==> config.mk <==
export PLATFORM = sky130hd
export DESIGN_NAME = small_matrix_determinant_top_flat
export DESIGN_NICKNAME = d
export VERILOG_FILES = /design/src/hdl/smd_pkg.sv /design/src/hdl/smd_elem_if.sv /design/src/hdl/smd_det_if.sv /design/src/hdl/smd_mac.sv /design/src/hdl/small_matrix_determinant_top.sv /design/src/flat_wrapper.sv
export SDC_FILE = /design/constraint.sdc
export NUM_CORES = 2
export LEC_CHECK = 0
export ABC_CLOCK_PERIOD_IN_PS = 9500
export BUFFER_PORTS_ARGS = -buffer_cell sky130_fd_sc_hd__buf_4
export CORE_MARGIN = 2
export CORE_UTILIZATION = 43
export CTS_BUF_LIST = sky130_fd_sc_hd__clkbuf_8
export DETAILED_ROUTE_END_ITERATION = 8
export HOLD_SLACK_MARGIN = 0.02
export PLACE_DENSITY = 0.66
export RECOVER_POWER = 50
export SETUP_SLACK_MARGIN = 0.2
export SYNTH_ARGS = -nofsm -noshare
export SYNTH_HDL_FRONTEND = slang
export SYNTH_SLANG_ARGS = --single-unit
==> constraint.sdc <==
create_clock -name clk -period 9.5 [get_ports clk]
set_clock_uncertainty 0.15 [all_clocks]
set_input_delay 0.475 -clock clk [delete_from_list [all_inputs] [get_ports clk]]
set_output_delay 0.475 -clock clk [all_outputs]
set_load 0.03 [all_outputs]
==> src/hdl/smd_pkg.sv <==
// Shared types and widths for the small matrix determinant block.
package smd_pkg;

  localparam int ELEM_W = 12;
  localparam int DET_W  = 50;

  typedef logic signed [ELEM_W-1:0] elem_t;
  typedef logic signed [DET_W-1:0]  det_t;

  // Control that travels with one product term down the multiply-accumulate pipe.
  typedef struct packed {
    logic valid;
    logic first;
    logic last;
    logic neg;
  } term_ctrl_t;

  // Finished minor coming back from the multiply-accumulate unit.
  typedef struct packed {
    logic done;
    det_t value;
  } mac_res_t;

endpackage

==> src/hdl/smd_elem_if.sv <==
// Valid/ready channel that carries one matrix element per word.
interface smd_elem_if;
  logic           valid;
  logic           ready;
  smd_pkg::elem_t element;

  modport source (output valid, output element, input ready);
  modport sink   (input valid, input element, output ready);
endinterface

==> src/hdl/smd_det_if.sv <==
// Valid/ready channel that carries one determinant per word.
interface smd_det_if;
  logic          valid;
  logic          ready;
  smd_pkg::det_t det_value;

  modport source (output valid, output det_value, input ready);
  modport sink   (input valid, input det_value, output ready);
endinterface

==> src/hdl/smd_mac.sv <==
// Two-stage signed multiply-accumulate unit shared by all cofactor terms.
module smd_mac (
  input  logic                clk,
  input  logic                rst,
  input  smd_pkg::term_ctrl_t ctrl,
  input  smd_pkg::elem_t      elem,
  input  smd_pkg::det_t       operand,
  output smd_pkg::mac_res_t   res
);

  logic signed [smd_pkg::ELEM_W+smd_pkg::DET_W-1:0] full;
  smd_pkg::term_ctrl_t ctrl_p;
  smd_pkg::det_t       prod;
  smd_pkg::det_t       acc;
  smd_pkg::det_t       base;
  smd_pkg::det_t       sum;

  // Only the low bits are kept; every minor fits the result width exactly.
  assign full = elem * operand;

  always_ff @(posedge clk) begin
    if (rst) begin
      ctrl_p <= '0;
    end else begin
      ctrl_p <= ctrl;
    end
  end

  always_ff @(posedge clk) begin
    prod <= full[smd_pkg::DET_W-1:0];
    if (ctrl_p.valid) begin
      acc <= sum;
    end
  end

  always_comb begin
    base = ctrl_p.first ? '0 : acc;
    sum  = ctrl_p.neg ? base - prod : base + prod;
  end

  assign res = '{done: ctrl_p.valid && ctrl_p.last, value: sum};

endmodule

==> src/hdl/small_matrix_determinant_top.sv <==
// Top level of the streaming small matrix determinant block.
//
//   Channel  Direction  Payload               Handshake
//   elem     in         element, 12b signed   valid/ready
//   det      out        det_value, 50b signed valid/ready
//
// Elements load one word per cycle in row-major order. After the last word the block
// computes the determinant and is not ready meanwhile; one shared multiply-accumulate
// unit takes one product per cycle while terms issue, and each minor drains from it
// before the next begins. Reset is synchronous and clears the load position and
// control only; the stores are not cleared. A waiting result holds in its register while
// the next matrix loads, and only that matrix's last word is held off until it is taken.
module small_matrix_determinant_top #(
  parameter int SIZE = 4
) (
  input logic        clk,
  input logic        rst,
  smd_elem_if.sink   elem,
  smd_det_if.source  det
);

  // The determinant is built bottom-up as minors indexed by their column set.
  // The minor for column set S uses the rows from SIZE-|S| down, and it is
  // the alternating sum over columns c in S of A[row][c] * minor(S without c).
  // Visiting the sets in increasing numeric order guarantees that every smaller
  // minor is already stored, and the empty set counts as one. The final set,
  // with every column, is the determinant itself.

  localparam int NELEM = SIZE * SIZE;
  localparam int PW    = (NELEM > 1) ? $clog2(NELEM) : 1;
  localparam int CW    = (SIZE > 1) ? $clog2(SIZE) : 1;
  localparam logic [PW-1:0]   LAST_POS = PW'(NELEM - 1);
  localparam logic [SIZE-1:0] FULL     = '1;

  typedef enum logic [1:0] {LOAD, ISSUE, DRAIN} state_t;

  state_t                state;
  logic [PW-1:0]         pos;
  logic [SIZE-1:0]       m;
  logic [SIZE-1:0]       cbits;
  logic                  neg;
  logic                  first_pend;
  logic                  out_valid;
  smd_pkg::det_t         det_q;

  logic                  acc_in;
  logic [CW-1:0]         col;
  logic [CW:0]           pop;
  logic [CW:0]           row_w;
  logic [CW-1:0]         row;
  logic [SIZE-1:0]       cbits_rest;
  logic [SIZE-1:0]       ma;
  logic [PW-1:0]         ea;

  smd_pkg::elem_t        mstore [NELEM];
  smd_pkg::det_t         minor_mem [2**SIZE];
  smd_pkg::elem_t        elem_q;
  smd_pkg::det_t         minor_q;
  logic                  empty_q;
  smd_pkg::det_t         operand;
  smd_pkg::term_ctrl_t   term_q;
  smd_pkg::mac_res_t     res;

  function automatic logic [CW:0] count_cols(logic [SIZE-1:0] mask);
    logic [CW:0] n;
    n = '0;
    for (int i = 0; i < SIZE; i++) begin
      n = n + (CW+1)'(mask[i]);
    end
    return n;
  endfunction

  // Handshakes. The last word of a matrix waits while an old result is unread.
  assign elem.ready = (state == LOAD) && !((pos == LAST_POS) && out_valid);
  assign acc_in     = elem.valid && elem.ready;
  assign det.valid     = out_valid;
  assign det.det_value = det_q;

  // Next term: lowest remaining column of the current set, its row and addresses.
  always_comb begin
    col = '0;
    for (int i = SIZE - 1; i >= 0; i--) begin
      if (cbits[i]) begin
        col = CW'(i);
      end
    end
    pop        = count_cols(m);
    row_w      = (CW+1)'(SIZE) - pop;
    row        = row_w[CW-1:0];
    cbits_rest = cbits & ~(SIZE'(1) << col);
    ma         = m & ~(SIZE'(1) << col);
    ea         = PW'(row * SIZE + col);
  end

  // Sequencer: loads the matrix, then walks the column sets one term a cycle while issuing, draining after each set.
  always_ff @(posedge clk) begin
    if (rst) begin
      state      <= LOAD;
      pos        <= '0;
      m          <= '0;
      cbits      <= '0;
      neg        <= 1'b0;
      first_pend <= 1'b0;
      out_valid  <= 1'b0;
    end else begin
      if (out_valid && det.ready) begin
        out_valid <= 1'b0;
      end
      unique case (state)
        LOAD: begin
          if (acc_in) begin
            if (pos == LAST_POS) begin
              pos        <= '0;
              m          <= SIZE'(1);
              cbits      <= SIZE'(1);
              neg        <= 1'b0;
              first_pend <= 1'b1;
              state      <= ISSUE;
            end else begin
              pos <= pos + 1'b1;
            end
          end
        end
        ISSUE: begin
          cbits      <= cbits_rest;
          neg        <= ~neg;
          first_pend <= 1'b0;
          if (cbits_rest == '0) begin
            state <= DRAIN;
          end
        end
        DRAIN: begin
          if (res.done) begin
            if (m == FULL) begin
              out_valid <= 1'b1;
              det_q     <= res.value;
              state     <= LOAD;
            end else begin
              m          <= m + 1'b1;
              cbits      <= m + 1'b1;
              neg        <= 1'b0;
              first_pend <= 1'b1;
              state      <= ISSUE;
            end
          end
        end
        default: begin
          state <= LOAD;
        end
      endcase
    end
  end

  // Control for the term whose operands are being read this cycle.
  always_ff @(posedge clk) begin
    if (rst) begin
      term_q <= '0;
    end else begin
      term_q <= '{valid: (state == ISSUE), first: first_pend,
                  last: (cbits_rest == '0), neg: neg};
    end
  end

  // Matrix store: written while loading, read one element per term.
  always_ff @(posedge clk) begin
    if (acc_in) begin
      mstore[pos] <= elem.element;
    end
    elem_q <= mstore[ea];
  end

  // Minor store: one entry per column set, written when a minor completes.
  always_ff @(posedge clk) begin
    if (res.done) begin
      minor_mem[m] <= res.value;
    end
    minor_q <= minor_mem[ma];
    empty_q <= (ma == '0);
  end

  assign operand = empty_q ? smd_pkg::det_t'(1) : minor_q;

  smd_mac u_mac (
    .clk     (clk),
    .rst     (rst),
    .ctrl    (term_q),
    .elem    (elem_q),
    .operand (operand),
    .res     (res)
  );

`ifndef SYNTH
  // A matrix never completes on top of a result that has not been taken.
  a_no_overrun: assert property (@(posedge clk) disable iff (rst)
    (acc_in && (pos == LAST_POS)) |-> !out_valid)
    else $error("last word accepted while a result is pending");

  // A minor completes only after all of its terms have been issued.
  a_done_in_drain: assert property (@(posedge clk) disable iff (rst)
    res.done |-> (state == DRAIN))
    else $error("minor completed while terms were still being issued");

  // Issuing always has at least one column left in the current set.
  a_issue_nonempty: assert property (@(posedge clk) disable iff (rst)
    (state == ISSUE) |-> (cbits != '0))
    else $error("issue with an empty column set");

  // A result appears only when the full column set has just finished.
  a_result_source: assert property (@(posedge clk) disable iff (rst)
    $rose(out_valid) |-> ($past(state) == DRAIN) && ($past(m) == FULL))
    else $error("result raised outside the final minor");
`endif

endmodule

==> src/flat_wrapper.sv <==
// flat-port wrapper written by rule: the top's interface ports become plain ports
module small_matrix_determinant_top_flat 
#(
  parameter int SIZE = 4
)
  (clk, rst, elem_valid, elem_element, elem_ready, det_valid, det_det_value, det_ready);
  smd_elem_if elem_i ();
  smd_det_if det_i ();
  input logic clk;
  input logic rst;
  input wire logic [$bits(elem_i.valid)-1:0] elem_valid;
  input wire logic [$bits(elem_i.element)-1:0] elem_element;
  output wire logic [$bits(elem_i.ready)-1:0] elem_ready;
  output wire logic [$bits(det_i.valid)-1:0] det_valid;
  output wire logic [$bits(det_i.det_value)-1:0] det_det_value;
  input wire logic [$bits(det_i.ready)-1:0] det_ready;
  assign elem_i.valid = elem_valid;
  assign elem_i.element = elem_element;
  assign elem_ready = elem_i.ready;
  assign det_valid = det_i.valid;
  assign det_det_value = det_i.det_value;
  assign det_i.ready = det_ready;
  small_matrix_determinant_top #(.SIZE(SIZE)) u_core (.clk(clk), .rst(rst), .elem(elem_i), .det(det_i));
endmodule
==> results.sh <==
export IMPL_grt_remaining_overflow=0
export IMPL_grt_setup_unrepaired="no"
export IMPL_start_kind="flip-flop"
export IMPL_slew_viol_final=868
export IMPL_firstDrtPassIters=6
export IMPL_max_cap_viol_count=25
export IMPL_rr_startpoint="u_core.u_mac.ctrl_p[3]"
export IMPL_netlist_area_um2=64800
export IMPL_ys_types=80
export IMPL_grt_first_pass_wirelength_mm=237
export IMPL_first_global_vias=39200
export IMPL_cts_buffers=183
export IMPL_holdWs_ps=295
export IMPL_async_flop_share=0
export IMPL_clock_sinks=1230
export IMPL_drc=0
export IMPL_crit_buf_inv=2
export IMPL_ff2ff_setup_slack_ps=1510
export IMPL_worstMarginPinSlew_ps=4770
export IMPL_required_ps=9740
export IMPL_seq_area_frac_synth=0.548
export IMPL_avgRoutedWirePerCell_um=21.9
export IMPL_finalCritPeriodShare=0.841
export IMPL_die_y_um=392
export IMPL_die_w_um=392
export IMPL_crit_family="buffers and inverters"
export IMPL_status="finished with violations"
export IMPL_vias=38500
export IMPL_dieArea_um2=154000
export IMPL_whs_path_depth=1
export IMPL_yosysWarningCount=0
export IMPL_clock_path_buffers=3
export IMPL_hp_class="reg2reg"
export IMPL_finalNetCount=5497
export IMPL_routed_via_density=5.45
export IMPL_worstPathArrival_ps=8230
export IMPL_port_buffer_count=67
export IMPL_maxSlewHeadroom=-2.18
export IMPL_grt_max_degree=111
export IMPL_critPathCaptureType="flip-flop"
export IMPL_ir_worst_vdd_mv=0.202
export IMPL_crit_type="reg2reg"
export IMPL_synth_top_cell_by_area="edfxtp_1"
export IMPL_first_iter_violations=3513
export IMPL_reg2regPathDepth=4
export IMPL_ys_flop_type="edfxtp_1"
export IMPL_clock_latency_ps=900
export IMPL_syn_nets=5374
export IMPL_path_max_fanout=55
export IMPL_crit_path_cell_trace="clkbuf_1, nand3_1, nor2_1, clkbuf_1"
export IMPL_hpwl_mm=98.5
export IMPL_timing_fmax_ghz=0.125
export IMPL_drt_antenna_violating_nets=0
export IMPL_num_io_pins=68
export IMPL_hp_start="u_core.term_q[3]"
export IMPL_violations="max-capacitance violations, max-slew violations"
export IMPL_power_leakage_nw=26.1
export IMPL_hold_violations=0
export IMPL_post_cts_buffers=0
export IMPL_syn_to_final_growth_pct=9.97
export IMPL_synth_avg_cell_area_um2=13.6
export IMPL_setup_violations=0
export IMPL_antenna_found_initial=13
export IMPL_cts_tree="done"
export IMPL_min_to="u_core.u_mac.ctrl_p[3]"
export IMPL_synth_seq_cells=1230
export IMPL_routed_wl_mm=155
export IMPL_power_density_nw_per_um2=258
export IMPL_root_buffer="clkbuf_8"
export IMPL_synth_top_area_frac=0.506
export IMPL_reg2reg_to="u_core.minor_mem[5][12]"
export IMPL_drive_above_1_share=0.110
export IMPL_gp_congestion=0.887
export IMPL_tns_ps=0
export IMPL_slowest_stage="clkbuf_1"
export IMPL_grtUsageTotal=0.203
export IMPL_core_area_um2=150000
export IMPL_initial_core_util=0.433
export IMPL_max_stage_delay_ps=2830
export IMPL_synthCells=4762
export IMPL_path_clk_slew_ps=60
export IMPL_num_rows=142
export IMPL_cts_resized=0
export IMPL_hold_buffers=17
export IMPL_synth_area_top_cells="edfxtp_1 51%, fa_1 13%, mux4_2 6.9%, dfxtp_1 4.3%, nand2_1 3.5%"
export IMPL_post_route_min_period_ps=7990
export IMPL_fillers=13000
export IMPL_htree_levels=4
export IMPL_cp_common_cell="clkbuf_1"
export IMPL_synth_edf_count=1092
## layout make-up
| class | count | area (um^2) | area share |
|---|---|---|---|
| Multi-Input combinational cell | 2751 | 26500 | 0.371 |
| Tap cell | 2016 | 2520 | 0.0354 |
| Clock buffer | 203 | 2790 | 0.0392 |
| Antenna cell | 1 | 2.50 | 0.0000351 |
| Clock inverter | 137 | 877 | 0.0123 |
| Timing Repair Buffer | 191 | 1110 | 0.0156 |
| Inverter | 528 | 1980 | 0.0278 |
| Sequential cell | 1230 | 35600 | 0.499 |
## cell usage in the layout (no fill, tap or decap), types with 42 or more instances in the layout
| cell type | n |
|---|---|
| inv_1 | 598 |
| nor2_1 | 154 |
| mux4_2 | 200 |
| a31oi_1 | 69 |
| buf_4 | 69 |
| nand2_1 | 596 |
| nor2b_1 | 122 |
| clkbuf_1 | 103 |
| fa_1 | 422 |
| clkbuf_8 | 203 |
| dfxtp_1 | 136 |
| ha_1 | 174 |
| o21ai_0 | 53 |
| edfxtp_1 | 1092 |
| xnor2_1 | 119 |
| a21o_1 | 58 |
| nand3_1 | 58 |
| nor3_1 | 42 |
| a221o_1 | 50 |
| a21oi_1 | 117 |
| a211oi_1 | 67 |
| and2_1 | 160 |
## synth_stat cells (all sizes together) (4+ instances only)
library cell and number:
and2 162, fa 422, nand2b 28, nand2 598
or4 4, a21o 58, nor2 155, mux4 200
nor2b 125, mux2i 4, dfxtp 138, edfxtp 1092
o21ai 63, a211oi 67, xor2 36, o21bai 10
or3 5, ha 174, a221oi 30, buf 33
a41oi 7, o211ai 10, inv 528, a221o 50
nand3 58, a2111oi 4, nor3b 4, a21oi 117
clkbuf 220, and3 14, nor4 13, a31oi 71
xnor2 126, nand4 13, o21a 11, nor3 44
and4 4, or2 5, o31ai 19
## worst reg2reg max path, cell delays in order (launching register included)
cell and delay (ps):
dfxtp_2 310, clkbuf_1 2420, nand3_1 600, nor2_1 1060, clkbuf_1 2830
## registers in the layout, summed over array words and instances (netlist names), 12 cells and up
| register | cells |
|---|---|
| u_core.mstore | 192 |
| u_core.u_mac.prod | 50 |
| u_core.minor_mem | 800 |
| u_core.u_mac.acc | 50 |
| u_core.det.det_value | 50 |
| u_core.minor_q | 50 |
| u_core.elem_q | 12 |
## through the flow
step / cells / area [um^2] / worst slack (ps) / power, W / utilization
finish: 7057 / 71300 / 1510 / 0.0184 / 0.476
global route: 7057 / 71300 / 1110 / 0.0193 / 0.476
CTS: 7055 / 71800 / 1950 / 0.0184 / 0.479
detailed placement: 6698 / 67900 / 2010 / 0.0141 / 0.454
global placement: 6698 / 67900 / 2040 / 0.0140 / 0.454
floorplan: 4762 / 64800 / 1730 / 0.0118 / -
## how the worst max path moves through the flow
| stage | from | to | slack (ps) | cells past startpoint |
|---|---|---|---|---|
| 2_1_floorplan | u_core.u_mac.ctrl_p[3] | u_core.det.det_value[0] | 1730 | 2 |
| 3_3_place_gp | u_core.minor_q[7] | u_core.u_mac.prod[49] | 2040 | 19 |
| 3_5_place_dp | u_core.empty_q | u_core.u_mac.prod[45] | 2010 | 23 |
| 4_1_cts | u_core.empty_q | u_core.u_mac.prod[45] | 1950 | 23 |
| 5_1_grt | u_core.u_mac.ctrl_p[3] | u_core.minor_mem[5][12] | 1110 | 4 |
| 6_report | u_core.u_mac.ctrl_p[3] | u_core.minor_mem[5][12] | 1510 | 4 |
## power by group
| group | total, W | switching [W] | internal [W] |
|---|---|---|---|
| clock network | 0.00425 | 0.00206 | 0.00218 |
| logic | 0.00585 | 0.00411 | 0.00174 |
| registers | 0.00830 | 0.000289 | 0.00801 |
| total | 0.0184 | 0.00646 | 0.0119 |
## per-layer routing
layer / wire length, um / vias to the layer above / global-route usage
met2: 73300 / 1405 / 0.324
met3: 10800 / 204 / 0.0328
met4: 2890 / 0 / 0.0543
met1: 67700 / 19800 / 0.290
li1: - / 17000 / -
met5: 0 / - / 0
## cell families after synthesis
logic type,after synthesis,synth area share
simple gates,1243,0.0911
flops,1230,0.548
buf+inv,781,0.0457
fa+ha+maj,597,0.164
compound gates,544,0.0587
mux,205,0.0703
xor+xnor,162,0.0220
Note: power is estimated with default switching activity, not from simulation.
